$ cat config.mk
export PLATFORM = sky130hd
export DESIGN_NAME = fuzzy_paired_test_tally_core
export DESIGN_NICKNAME = d
export VERILOG_FILES = /design/src/fpt_pkg.sv /design/src/fpt_front.sv /design/src/fpt_back.sv /design/src/fuzzy_paired_test_tally_core.sv
export SDC_FILE = /design/constraint.sdc
export NUM_CORES = 2
export LEC_CHECK = 0
export BUFFER_PORTS_ARGS = -buffer_cell sky130_fd_sc_hd__clkbuf_2
export CAP_MARGIN = 20
export CORE_UTILIZATION = 35
export DETAILED_ROUTE_END_ITERATION = 7
export GPL_ROUTABILITY_DRIVEN = 0
export GPL_TIMING_DRIVEN = 0
export SKIP_LAST_GASP = 1
export SYNTH_ARGS = -nofsm -noshare
export SYNTH_HDL_FRONTEND = slang
export SYNTH_SLANG_ARGS = --single-unit
$ cat constraint.sdc
create_clock -name clk_i -period 25.9 [get_ports clk_i]
set_input_delay 1.295 -clock clk_i [delete_from_list [all_inputs] [get_ports clk_i]]
set_output_delay 1.295 -clock clk_i [all_outputs]
set_load 0.01 [all_outputs]
$ cat src/fpt_pkg.sv
// package: shared types and constants for the fuzzy paired test tally
`timescale 1ns / 1ps
`default_nettype none
package fpt_pkg;

  localparam int unsigned CfgIdxW = 2;
  localparam int unsigned CfgDataW = 16;
  localparam int unsigned AccW = 33;
  localparam int unsigned ScoreW = 17;

  localparam logic [CfgIdxW-1:0] RegCenter1 = 2'd0;
  localparam logic [CfgIdxW-1:0] RegCenter2 = 2'd1;
  localparam logic [CfgIdxW-1:0] RegHalf1 = 2'd2;
  localparam logic [CfgIdxW-1:0] RegHalf2 = 2'd3;

  localparam logic [ScoreW-1:0] ScoreOne = 17'h10000;
  localparam logic [ScoreW-1:0] ScoreHalf = 17'h08000;

  typedef struct packed {
    logic signed [15:0] pop1_reading1;
    logic signed [15:0] pop1_reading2;
    logic signed [15:0] pop2_reading1;
    logic signed [15:0] pop2_reading2;
    logic last_sample;
  } fpt_in_t;

  typedef struct packed {
    logic [AccW-1:0] p1_both_pos;
    logic [AccW-1:0] p1_only_second;
    logic [AccW-1:0] p1_only_first;
    logic [AccW-1:0] p1_both_neg;
    logic [AccW-1:0] p2_both_pos;
    logic [AccW-1:0] p2_only_second;
    logic [AccW-1:0] p2_only_first;
    logic [AccW-1:0] p2_both_neg;
  } fpt_out_t;

  // ramp job handed from front to back
  typedef struct packed {
    logic [3:0] div_mask;        // which readings need the divider
    logic [3:0][ScoreW-1:0] fixed_score;
    logic [3:0][15:0] num;       // d + hw, at most 2*hw
    logic [15:0] den1;
    logic [15:0] den2;
    logic last_sample;
  } fpt_job_t;

endpackage
`default_nettype wire

$ cat src/fpt_front.sv
// front: classifies each reading against its ramp bounds
`timescale 1ns / 1ps
`default_nettype none
module fpt_front import fpt_pkg::*; (
  input  var fpt_in_t  item_i,
  input  var logic signed [15:0] center1_i,
  input  var logic signed [15:0] center2_i,
  input  var logic [14:0] half1_i,
  input  var logic [14:0] half2_i,
  output var fpt_job_t job_o
);

  logic signed [15:0] rd [4];
  logic signed [16:0] cen [4];
  logic signed [17:0] hw [4];
  logic signed [17:0] d [4];

  // per-reading classification
  always_comb begin
    rd[0] = item_i.pop1_reading1;
    rd[1] = item_i.pop1_reading2;
    rd[2] = item_i.pop2_reading1;
    rd[3] = item_i.pop2_reading2;
    job_o = '0;
    for (int k = 0; k < 4; k++) begin
      cen[k] = (k % 2 == 0) ? 17'(center1_i) : 17'(center2_i);
      hw[k] = (k % 2 == 0) ? 18'({3'b0, half1_i}) : 18'({3'b0, half2_i});
      d[k] = 18'(rd[k]) - 18'(cen[k]);
      job_o.num[k] = 16'(d[k] + hw[k]);
      if (d[k] < -hw[k]) begin
        job_o.fixed_score[k] = '0;
      end else if (d[k] > hw[k]) begin
        job_o.fixed_score[k] = ScoreOne;
      end else if (hw[k] == 18'sd0) begin
        job_o.fixed_score[k] = ScoreHalf;
      end else begin
        job_o.div_mask[k] = 1'b1;
      end
    end
    job_o.den1 = {half1_i, 1'b0};
    job_o.den2 = {half2_i, 1'b0};
    job_o.last_sample = item_i.last_sample;
  end

endmodule
`default_nettype wire

$ cat src/fpt_back.sv
// back: serial ramp dividers, product terms and saturating tallies
`timescale 1ns / 1ps
`default_nettype none
module fpt_back import fpt_pkg::*; #(
  parameter logic [AccW-1:0] AccCap = '1
) (
  input  var logic clk_i,
  input  var logic rst_ni,
  input  var logic job_valid_i,
  output var logic job_ready_o,
  input  var fpt_job_t job_i,
  output var logic res_valid_o,
  input  var logic res_ready_i,
  output var fpt_out_t res_o
);

  localparam logic [1:0] StIdle = 2'd0;
  localparam logic [1:0] StDiv = 2'd1;
  localparam logic [1:0] StMul = 2'd2;
  localparam logic [1:0] StAcc = 2'd3;

  logic [1:0] state_q, state_d;
  logic [4:0] cnt_q, cnt_d;
  logic [1:0] term_q, term_d;
  fpt_job_t job_q, job_d;
  logic [3:0][ScoreW-1:0] quo_q, quo_d;
  logic [3:0][16:0] rem_q, rem_d;
  logic [AccW-1:0] acc_q [8];
  logic [AccW-1:0] acc_d [8];
  logic [ScoreW-1:0] sc [4];
  logic [ScoreW-1:0] fa, fb;
  logic [33:0] prod_q, prod_d;
  logic [2:0] acc_idx;
  logic [AccW:0] sum;
  logic res_valid_q, res_valid_d;
  fpt_out_t res_q, res_d;
  logic [15:0] den [4];
  logic [16:0] trial;

  // score select: fixed or divider quotient
  always_comb begin
    for (int k = 0; k < 4; k++) begin
      sc[k] = job_q.div_mask[k] ? quo_q[k] : job_q.fixed_score[k];
      den[k] = (k % 2 == 0) ? job_q.den1 : job_q.den2;
    end
  end

  assign job_ready_o = (state_q == StIdle);
  assign res_valid_o = res_valid_q;
  assign res_o = res_q;

  // term operands: population from cnt, term 1 is a*(1-b), term 2 is (1-a)*b
  always_comb begin
    logic [1:0] pa;
    pa = cnt_q[0] ? 2'd2 : 2'd0;
    fb = term_q[0] ? ScoreOne - sc[{cnt_q[0], 1'b1}] : sc[{cnt_q[0], 1'b1}];
    fa = term_q[1] ? ScoreOne - sc[pa] : sc[pa];
    acc_idx = {cnt_q[0], term_q[0], term_q[1]};
  end

  // sequencer
  always_comb begin
    state_d = state_q;
    cnt_d = cnt_q;
    term_d = term_q;
    job_d = job_q;
    quo_d = quo_q;
    rem_d = rem_q;
    prod_d = prod_q;
    res_valid_d = res_valid_q;
    res_d = res_q;
    trial = '0;
    sum = '0;
    for (int k = 0; k < 8; k++) acc_d[k] = acc_q[k];
    if (res_valid_q && res_ready_i) res_valid_d = 1'b0;
    unique case (state_q)
      StIdle: begin
        if (job_valid_i && job_ready_o) begin
          job_d = job_i;
          cnt_d = '0;
          quo_d = '0;
          for (int k = 0; k < 4; k++) rem_d[k] = 17'(job_i.num[k]);
          state_d = (job_i.div_mask != '0) ? StDiv : StMul;
          if (job_i.div_mask == '0) cnt_d = '0;
          term_d = '0;
        end
      end
      StDiv: begin
        // one quotient bit per cycle per reading: (num<<16)/den
        for (int k = 0; k < 4; k++) begin
          trial = rem_q[k] - 17'(den[k]);
          if (rem_q[k] >= 17'(den[k])) begin
            quo_d[k] = {quo_q[k][ScoreW-2:0], 1'b1};
            rem_d[k] = {trial[15:0], 1'b0};
          end else begin
            quo_d[k] = {quo_q[k][ScoreW-2:0], 1'b0};
            rem_d[k] = {rem_q[k][15:0], 1'b0};
          end
        end
        cnt_d = cnt_q + 5'd1;
        if (cnt_q == 5'd16) begin
          state_d = StMul;
          cnt_d = '0;
          term_d = '0;
        end
      end
      StMul: begin
        prod_d = 34'(fa) * 34'(fb);
        state_d = StAcc;
      end
      default: begin
        // closing step of a last column waits while the previous result is unpopped
        if (!(term_q == 2'd3 && cnt_q[0] && job_q.last_sample && res_valid_q &&
              !res_ready_i)) begin
          sum = {1'b0, acc_q[acc_idx]} + 34'(prod_q[33:16]);
          acc_d[acc_idx] = (sum > 34'(AccCap)) ? AccCap : sum[AccW-1:0];
          term_d = term_q + 2'd1;
          state_d = StMul;
          if (term_q == 2'd3) begin
            cnt_d = cnt_q + 5'd1;
            if (cnt_q[0]) begin
              state_d = StIdle;
              if (job_q.last_sample) begin
                res_valid_d = 1'b1;
                res_d = {acc_d[0], acc_d[1], acc_d[2], acc_d[3],
                         acc_d[4], acc_d[5], acc_d[6], acc_d[7]};
                for (int k = 0; k < 8; k++) acc_d[k] = '0;
              end
            end
          end
        end
      end
    endcase
  end

  always_ff @(posedge clk_i or negedge rst_ni) begin
    if (!rst_ni) begin
      state_q <= StIdle;
      res_valid_q <= 1'b0;
      cnt_q <= '0;
      term_q <= '0;
      for (int k = 0; k < 8; k++) acc_q[k] <= '0;
    end else begin
      state_q <= state_d;
      res_valid_q <= res_valid_d;
      cnt_q <= cnt_d;
      term_q <= term_d;
      for (int k = 0; k < 8; k++) acc_q[k] <= acc_d[k];
    end
  end

  always_ff @(posedge clk_i) begin
    job_q <= job_d;
    quo_q <= quo_d;
    rem_q <= rem_d;
    prod_q <= prod_d;
    res_q <= res_d;
  end

  // a result never overwrites one still waiting
  assert property (@(posedge clk_i) disable iff (!rst_ni)
    res_valid_q && !res_ready_i |=> res_valid_q && $stable(res_q))
    else $error("result lost");
  // jobs only taken from idle
  assert property (@(posedge clk_i) disable iff (!rst_ni)
    job_valid_i && job_ready_o |-> state_q == StIdle)
    else $error("job taken while busy");
  // divider runs 17 steps at most
  assert property (@(posedge clk_i) disable iff (!rst_ni)
    state_q == StDiv |-> cnt_q <= 5'd16)
    else $error("divider overrun");

endmodule
`default_nettype wire

$ cat src/fuzzy_paired_test_tally_core.sv
// top level: config registers, front classifier, job queue and back end
`timescale 1ns / 1ps
`default_nettype none
// When any reading lies inside a ramp, the back end takes the job, runs the four parallel
// serial dividers over the full quotient width, then does eight multiply and accumulate
// steps; otherwise it goes straight from the job to those steps. The serial dividers and
// the single multiplier set the pace. A two-entry job queue lets the front accept items
// while the back end works, and a result register lets the next column start while a
// result waits; only the closing step of a last column stalls until that result is popped.
module fuzzy_paired_test_tally_core import fpt_pkg::*; #(
  parameter int unsigned MAX_SAMPLES = 65536
) (
  input  var logic clk_i,
  input  var logic rst_ni,
  input  var logic push,
  output var logic full,
  input  var fpt_in_t item_i,
  output var logic empty,
  input  var logic pop,
  output var fpt_out_t result_o,
  input  var logic cfg_we_i,
  input  var logic [CfgIdxW-1:0] cfg_idx_i,
  input  var logic [CfgDataW-1:0] cfg_data_i
);

  localparam longint unsigned CapRaw = longint'(MAX_SAMPLES) << 16;
  localparam logic [AccW-1:0] AccCap =
    (CapRaw > 64'h1FFFFFFFF) ? '1 : AccW'(CapRaw);

  logic signed [15:0] center1_q, center2_q;
  logic [14:0] half1_q, half2_q;
  fpt_job_t job;
  fpt_job_t fifo_q [2];
  logic wr_q, rd_q;
  logic [1:0] cnt_q;
  logic back_ready, res_valid;

  // config writes
  always_ff @(posedge clk_i or negedge rst_ni) begin
    if (!rst_ni) begin
      center1_q <= '0;
      center2_q <= '0;
      half1_q <= '0;
      half2_q <= '0;
    end else if (cfg_we_i) begin
      unique case (cfg_idx_i)
        RegCenter1: center1_q <= cfg_data_i;
        RegCenter2: center2_q <= cfg_data_i;
        RegHalf1: half1_q <= cfg_data_i[14:0];
        default: half2_q <= cfg_data_i[14:0];
      endcase
    end
  end

  fpt_front u_front (
    .item_i(item_i), .center1_i(center1_q), .center2_i(center2_q),
    .half1_i(half1_q), .half2_i(half2_q), .job_o(job)
  );

  // job queue between front and back
  logic do_push, do_pop;
  assign full = (cnt_q == 2'd2);
  assign do_push = push && !full;
  assign do_pop = (cnt_q != 2'd0) && back_ready;

  always_ff @(posedge clk_i or negedge rst_ni) begin
    if (!rst_ni) begin
      wr_q <= 1'b0;
      rd_q <= 1'b0;
      cnt_q <= '0;
    end else begin
      if (do_push) wr_q <= ~wr_q;
      if (do_pop) rd_q <= ~rd_q;
      cnt_q <= cnt_q + 2'(do_push) - 2'(do_pop);
    end
  end

  always_ff @(posedge clk_i) begin
    if (do_push) fifo_q[wr_q] <= job;
  end

  fpt_back #(.AccCap(AccCap)) u_back (
    .clk_i(clk_i), .rst_ni(rst_ni),
    .job_valid_i(cnt_q != 2'd0), .job_ready_o(back_ready), .job_i(fifo_q[rd_q]),
    .res_valid_o(res_valid), .res_ready_i(pop), .res_o(result_o)
  );

  assign empty = !res_valid;

  // queue count stays in range
  assert property (@(posedge clk_i) disable iff (!rst_ni) cnt_q <= 2'd2)
    else $error("queue overflow");
  // push into a full queue never changes the count upward
  assert property (@(posedge clk_i) disable iff (!rst_ni)
    full && !do_pop |=> cnt_q == 2'd2)
    else $error("queue count slipped");
  // pointers agree with count
  assert property (@(posedge clk_i) disable iff (!rst_ni)
    cnt_q == 2'd0 |-> wr_q == rd_q)
    else $error("queue pointers out of step");

endmodule
`default_nettype wire
### Word-level counts from Yosys, hierarchy flattened

Memory sizes are Yosys's and may differ from the RTL's.
Index checks and enable logic that the tools add are counted.

* $add $sub $neg: 21
* multiply operators: 1
* order comparisons: 17
* equal/unequal tests: 11
* muxes and demuxes: 79
* bitwise logic cells: 9
* reduce and logical (&&, ||, !) cells: 32

Operator list (count)
* 264-bit 2-to-1 mux: 3
* 17-bit 2-to-1 mux: 22
* 68-bit case mux with 2 select lines: 2
* 264-bit bitwise mux: 1
* 68-bit 2-to-1 mux: 2
* 33-bit 2-to-1 mux: 4
* 33-bit binary-select mux with 3-bit select: 1
* 33-bit demux with 3-bit select: 1
* 17-bit by 18-bit less-than comparator with 1-bit output: 4
* 17-bit binary-select mux with 2-bit select: 2
* 17-bit by 16-bit greater-or-equal comparator with 1-bit output: 4
* 17-bit by 16-bit > comparator with 1-bit output: 4
* 16-bit by 16-bit subtractor with 17-bit output: 4
* 16-bit adder: 4
* 16-bit subtractor: 4
* 15-bit negator with 18-bit output: 2
* 33-bit by 18-bit adder with 34-bit output: 1
* 34-bit by 33-bit > comparator with 1-bit output (second input constant): 1
* 17-bit by 17-bit multiplier with 34-bit output: 1
* 17-bit subtractor (first input constant): 2
* 16-bit 2-to-1 mux: 2
* 15-bit zero test: 2
* 1-bit 2-to-1 mux: 22
* 2-bit 2-to-1 mux: 10
* other kinds (31): 65

* register bits after elaboration: 879
* memory bits (writable): 334
* input port bits: 88
* logic and storage cells: 215
* memories kept: 1

Memory list
* fifo_q: depth 2, width 167, rd ports 1, clocked after memory_dff 0, write ports 1, line fuzzy_paired_test_tally_core.sv:33 `fpt_job_t fifo_q [2];`

### Logic depth before layout (Yosys ltp)

* depth after elaboration: 11
* gate-level depth with buffers: 40
* gate-level depth less buffers: 34

### Cells and area by module

A second synthesis with hierarchy kept.

* cells, all modules: 6422
* area total of the unflattened synthesis: 72364.4 µm²

Modules (own cells, without submodules)
* fpt_back: instances 1, cells an instance 4441, area an instance 48054.8 µm², sequential area each 22561.6 µm²
* fuzzy_paired_test_tally_core: instances 1, cells an instance 677, area an instance 14690.3 µm², sequential area each 11801.3 µm²
* fpt_front: instances 1, cells an instance 1304, area an instance 9619.2 µm², sequential area each 0.0 µm²

### Worst setup path before layout

OpenSTA, ideal clock, no wires.

* kind: register to register
* from: reg u_back.cnt_q[0]
* to: reg u_back.res_q, in the netlist u_back.res_o[0], enable pin
* library setup time: 0.920 ns
* arrival time: 13.349 ns
* slack: 11.632 ns
* stages on the path, launching flop included: 9
* buffers on the path: 6
* period minus slack after synthesis: 14.268 ns
* path through: dfrtp_1 > buf_2 > buf_2 > buf_2 > buf_2 > buf_1 > buf_1 > nand4_1 > nor2b_1

* longest elaborated chain between the ends: 6

RTL lines
* from (decl): line fpt_back.sv:23 `logic [4:0] cnt_q, cnt_d;`
* from (signal assigned): line fpt_back.sv:146 `cnt_q <= cnt_d;`
* 1-bit logical AND (4 in a row): line fpt_back.sv:113 `if (!(term_q == 2'd3 && cnt_q[0] && job_q.last_sample && res_valid_q &&`
* 1-bit NOT (no line)
* 5-bit AND reduction (no line) (*)
* to (signal assigned): line fpt_back.sv:157 `res_q <= res_d;`
* to (decl): line fpt_back.sv:36 `fpt_out_t res_q, res_d;`

Mark *: on every way between the ends. The rest lies on a longest branch, timed or not.
A chain may end at the register's enable or synchronous reset.

### Worst setup path after layout

* from: reg u_back.cnt_q[0]
* to: reg u_back.prod_q[33], data pin

* longest elaborated chain between the ends: 8
* elaborated cells between the ends (all ways): 14

RTL lines
* 2-bit 2-to-1 mux: line fpt_back.sv:55 `pa = cnt_q[0] ? 2'd2 : 2'd0;`
* 2-bit NOT with 3-bit output (implied by the code): line fpt_back.sv:57 `fa = term_q[1] ? ScoreOne - sc[pa] : sc[pa];`
* 17-bit binary-select mux with 2-bit select: line fpt_back.sv:57
* 17-bit 2-to-1 mux (implied by the code) (2 in a row): line fpt_back.sv:57
* 17-bit subtractor: line fpt_back.sv:57
* 17-bit 2-to-1 mux: line fpt_back.sv:57
* 17-bit by 17-bit multiplier with 34-bit output (*): line fpt_back.sv:108 `prod_d = 34'(fa) * 34'(fb);`
* to (signal assigned): line fpt_back.sv:156 `prod_q <= prod_d;`
* to (decl): line fpt_back.sv:32 `logic [33:0] prod_q, prod_d;`

Mark *: on every way between the ends. The rest lies on a longest branch, timed or not. The select of a mux whose other input is x is not followed.

==> impl_metrics.env <==
export IMPL_wl_per_cell_um=23.1
export IMPL_synthArstFlopShare_pct=33.5
export IMPL_wl_met3_mm=15.0
export IMPL_startpoint_type="register"
export IMPL_via_per_inst=5.46
export IMPL_drtIter0Drc=5153
export IMPL_slew_headroom_pct=17.6
export IMPL_synthFlopType="edfxtp_1"
export IMPL_cts_tree="yes"
export IMPL_num_rows=155
export IMPL_track_usage_pct=22.1
export IMPL_setup_viol=0
export IMPL_yosys_area_share_simple_pct=11.6
export IMPL_rsz0062_at_grt="false"
export IMPL_cts_root_buf="clkbuf_16"
export IMPL_dieArea_um2=181000
export IMPL_syn_inst=5853
export IMPL_synth_top_area_share_pct=32.3
export IMPL_synth_seq_cells=1015
export IMPL_hp_class="reg2reg"
export IMPL_yosys_top_cells_count="nand2_1, edfxtp_1, inv_1, ha_1, o21ai_0"
export IMPL_status="completed"
export IMPL_slew_violations=0
export IMPL_crit_top_cell="fa_1"
export IMPL_grt_max_degree=107
export IMPL_ys_top_cells_by_area="edfxtp_1, dfrtp_1, ha_1, fa_1, nand2_1"
export IMPL_post_cts_buffers=0
export IMPL_seq_area_frac_synth_pct=45.8
export IMPL_numCtsBuffers=106
export IMPL_startpoint="u_back.cnt_q[0]$_DFFE_PN0P_"
export IMPL_synth_area_mux_share_pct=3.87
export IMPL_slowest_stage="clkbuf_1"
export IMPL_worst_ep_arrival_time_ns=12.80
export IMPL_drv_cap=0
export IMPL_overflow=0
export IMPL_die_width_um=426
export IMPL_worst_slew_pin_slew_ns=1.23
export IMPL_hpwl_mm=155
export IMPL_yosysMostFrequentCell="nand2_1"
export IMPL_synth_compound_area_share_pct=14.3
export IMPL_synth_edf_count=675
export IMPL_cp_endpoint="u_back.prod_q[33]$_DFFE_PP_"
export IMPL_synth_nets=6626
export IMPL_hold_buffers=0
export IMPL_top_layer="met5"
export IMPL_syn_area_um2=62800
export IMPL_grt_pass1_wl_mm=303
export IMPL_clk_pin_slew_worst_paths_ns=0.06
export IMPL_synthXorXnorAreaFrac_pct=3.54
export IMPL_r2r_start="u_back.cnt_q[0]$_DFFE_PN0P_"
export IMPL_synth_area_per_cell_um2=10.7
export IMPL_antenna_found_initial=5
export IMPL_routed_wl_met2_mm=95.1
export IMPL_synth_top_family_by_area="adder cells"
export IMPL_drt_total_wl_mm=203
export IMPL_clock_sinks=1015
export IMPL_synth_area_leader_cell="edfxtp_1"
export IMPL_grt_pass1_vias=48300
export IMPL_cp_required_ns=26.40
export IMPL_ctsLongestPathBuffers=3
export IMPL_yosys_warnings=0
export IMPL_holdCritStartpoint="u_back.cnt_q[4]$_DFFE_PN0P_"
export IMPL_final_hold_violation_count=0
export IMPL_fmax_mhz=81.3
export IMPL_dr_pass1_iters=6
export IMPL_reg2reg_to="u_back.prod_q[33]$_DFFE_PP_"
export IMPL_end_kind="register"
export IMPL_portBuffers=353
export IMPL_routedLengthMet1_mm=82.0
export IMPL_drive_gt1_share_pct=11.5
export IMPL_num_fill_cells=17100
export IMPL_start_util_pct=35.2
export IMPL_nets=7119
export IMPL_dp_cells=8588
export IMPL_vias=48000
export IMPL_worstSetupPathType="reg2reg"
export IMPL_finClkSkew_ns=0.0366
export IMPL_instances_no_fill=8792
export IMPL_synth_fa_ha_area_share_pct=16.5
export IMPL_slowest_delay_ns=0.58
export IMPL_ant_nets=0
export IMPL_cts_resized_gates=0
export IMPL_ys_types=88
export IMPL_fin_crit_ns=12.30
export IMPL_clk_latency_ns=0.77
export IMPL_setup_reg_to_reg_worst_slack_ns=13.60
export IMPL_tns_ns=0
export IMPL_core_um2=178000
export IMPL_num_io_pins=354
export IMPL_h_tree_depth=3
export IMPL_die_y_um=426
export IMPL_fin_crit_sh_pct=47.5
export IMPL_cp_max_fo=10
export IMPL_drc=0
export IMPL_worstRegToRegCells=36
export IMPL_syn_to_final_growth_pct=13.9
==> sequential cells by signal (all words and copies together) (netlist names), 2 cells and up <==
register        cells
u_back.cnt_q        5
u_back.job_q       13
u_back.acc_q      264
u_back.den         30
half2_q            15
center1_q          16
u_back.rem_q       68
u_back.state_q      2
cnt_q               2
u_back.prod_q      18
u_back.quo_q       68
half1_q            15
u_back.res_o      264
center2_q          16
fifo_q            214
u_back.term_q       2
==> final cells by class <==
class | count | area [um^2] | area share (%)
clock buffers | 146 | 2910 | 4.07
clock inverters | 52 | 473 | 0.661
repair buffers | 385 | 2370 | 3.31
multi-input cells | 4113 | 31300 | 43.7
plain buffers | 232 | 941 | 1.32
inverters | 493 | 1850 | 2.59
well taps | 2355 | 2950 | 4.12
flip-flops and latches | 1015 | 28800 | 40.2
diodes | 1 | 2.50 | 0.00350
==> cell families (layout without fill, tap and decap cells) <==
group / after synthesis / count (layout)
adder cells (fa/ha/maj): 685 / 685
XOR/XNOR: 254 / 254
AND/OR/NAND/NOR: 1563 / 1563
other: 0 / 1
multiplexers: 199 / 199
AO/OA/AOI/OAI: 1412 / 1412
flip-flops: 1015 / 1015
buffers and inverters: 725 / 1308
==> worst min path at each step <==
stage	endpoint	slack [ns]	cells past startpoint
3_5_place_dp	u_back.cnt_q[4]$_DFFE_PN0P_	0.48	1
3_3_place_gp	u_back.cnt_q[4]$_DFFE_PN0P_	0.47	1
2_1_floorplan	u_back.cnt_q[4]$_DFFE_PN0P_	0.44	1
6_report	u_back.cnt_q[4]$_DFFE_PN0P_	0.49	1
5_1_grt	center2_q[4]$_DFFE_PN0P_	0.52	1
4_1_cts	u_back.cnt_q[4]$_DFFE_PN0P_	0.49	1
==> per-layer routing <==
layer	vias to the layer above	GRT usage, %
li1	21700	-
met1	23500	27.9
met2	2250	36.5
met3	546	3.87
met4	6	10.8
met5	-	0
==> critical path, delay by kind of cell (launching register included) <==
family,cells,cell delay (ns)
XOR/XNOR,2,0.53
AND/OR/NAND/NOR,9,2.27
AO/OA/AOI/OAI,8,2.96
adder cells (fa/ha/maj),8,3.65
flip-flops,1,0.34
buffers and inverters,9,2.25
==> layout by cell type (no fill, tap or decap), types with 29 or more instances in the layout <==
cell,instances
o211ai_1,50
ha_1,450
inv_1,492
a22oi_1,72
a211oi_1,49
clkbuf_1,226
a21oi_1,204
nor3_1,47
mux2_2,98
clkbuf_2,352
and2_1,101
mux2i_1,74
nand3_1,52
clkbuf_16,108
a31oi_1,29
o21ai_1,169
nand2_1,745
nor2_1,261
dfrtp_1,340
o21a_1,49
a21o_1,52
fa_1,235
edfxtp_1,675
o21ai_0,398
o21bai_1,41
a22o_1,186
nand2b_1,53
xor2_1,97
nor2b_1,92
xnor2_1,157
nand4_1,51
==> per-stage QoR <==
stage                     utilization, %  setup slack (ns)  hold slack (ns)  instance area (um^2)
after floorplan                        -             11.63            0.445                 62800
after global placement              37.9              6.03            0.470                 67500
after detailed placement            38.2             13.69            0.475                 68100
after CTS                           40.1             13.62            0.487                 71500
after global routing                40.1             12.93            0.523                 71500
final                               40.1             13.60            0.491                 71500
Power is not shown: default switching activity piles up to over one toggle a cycle in this logic, so the estimate is an artifact.
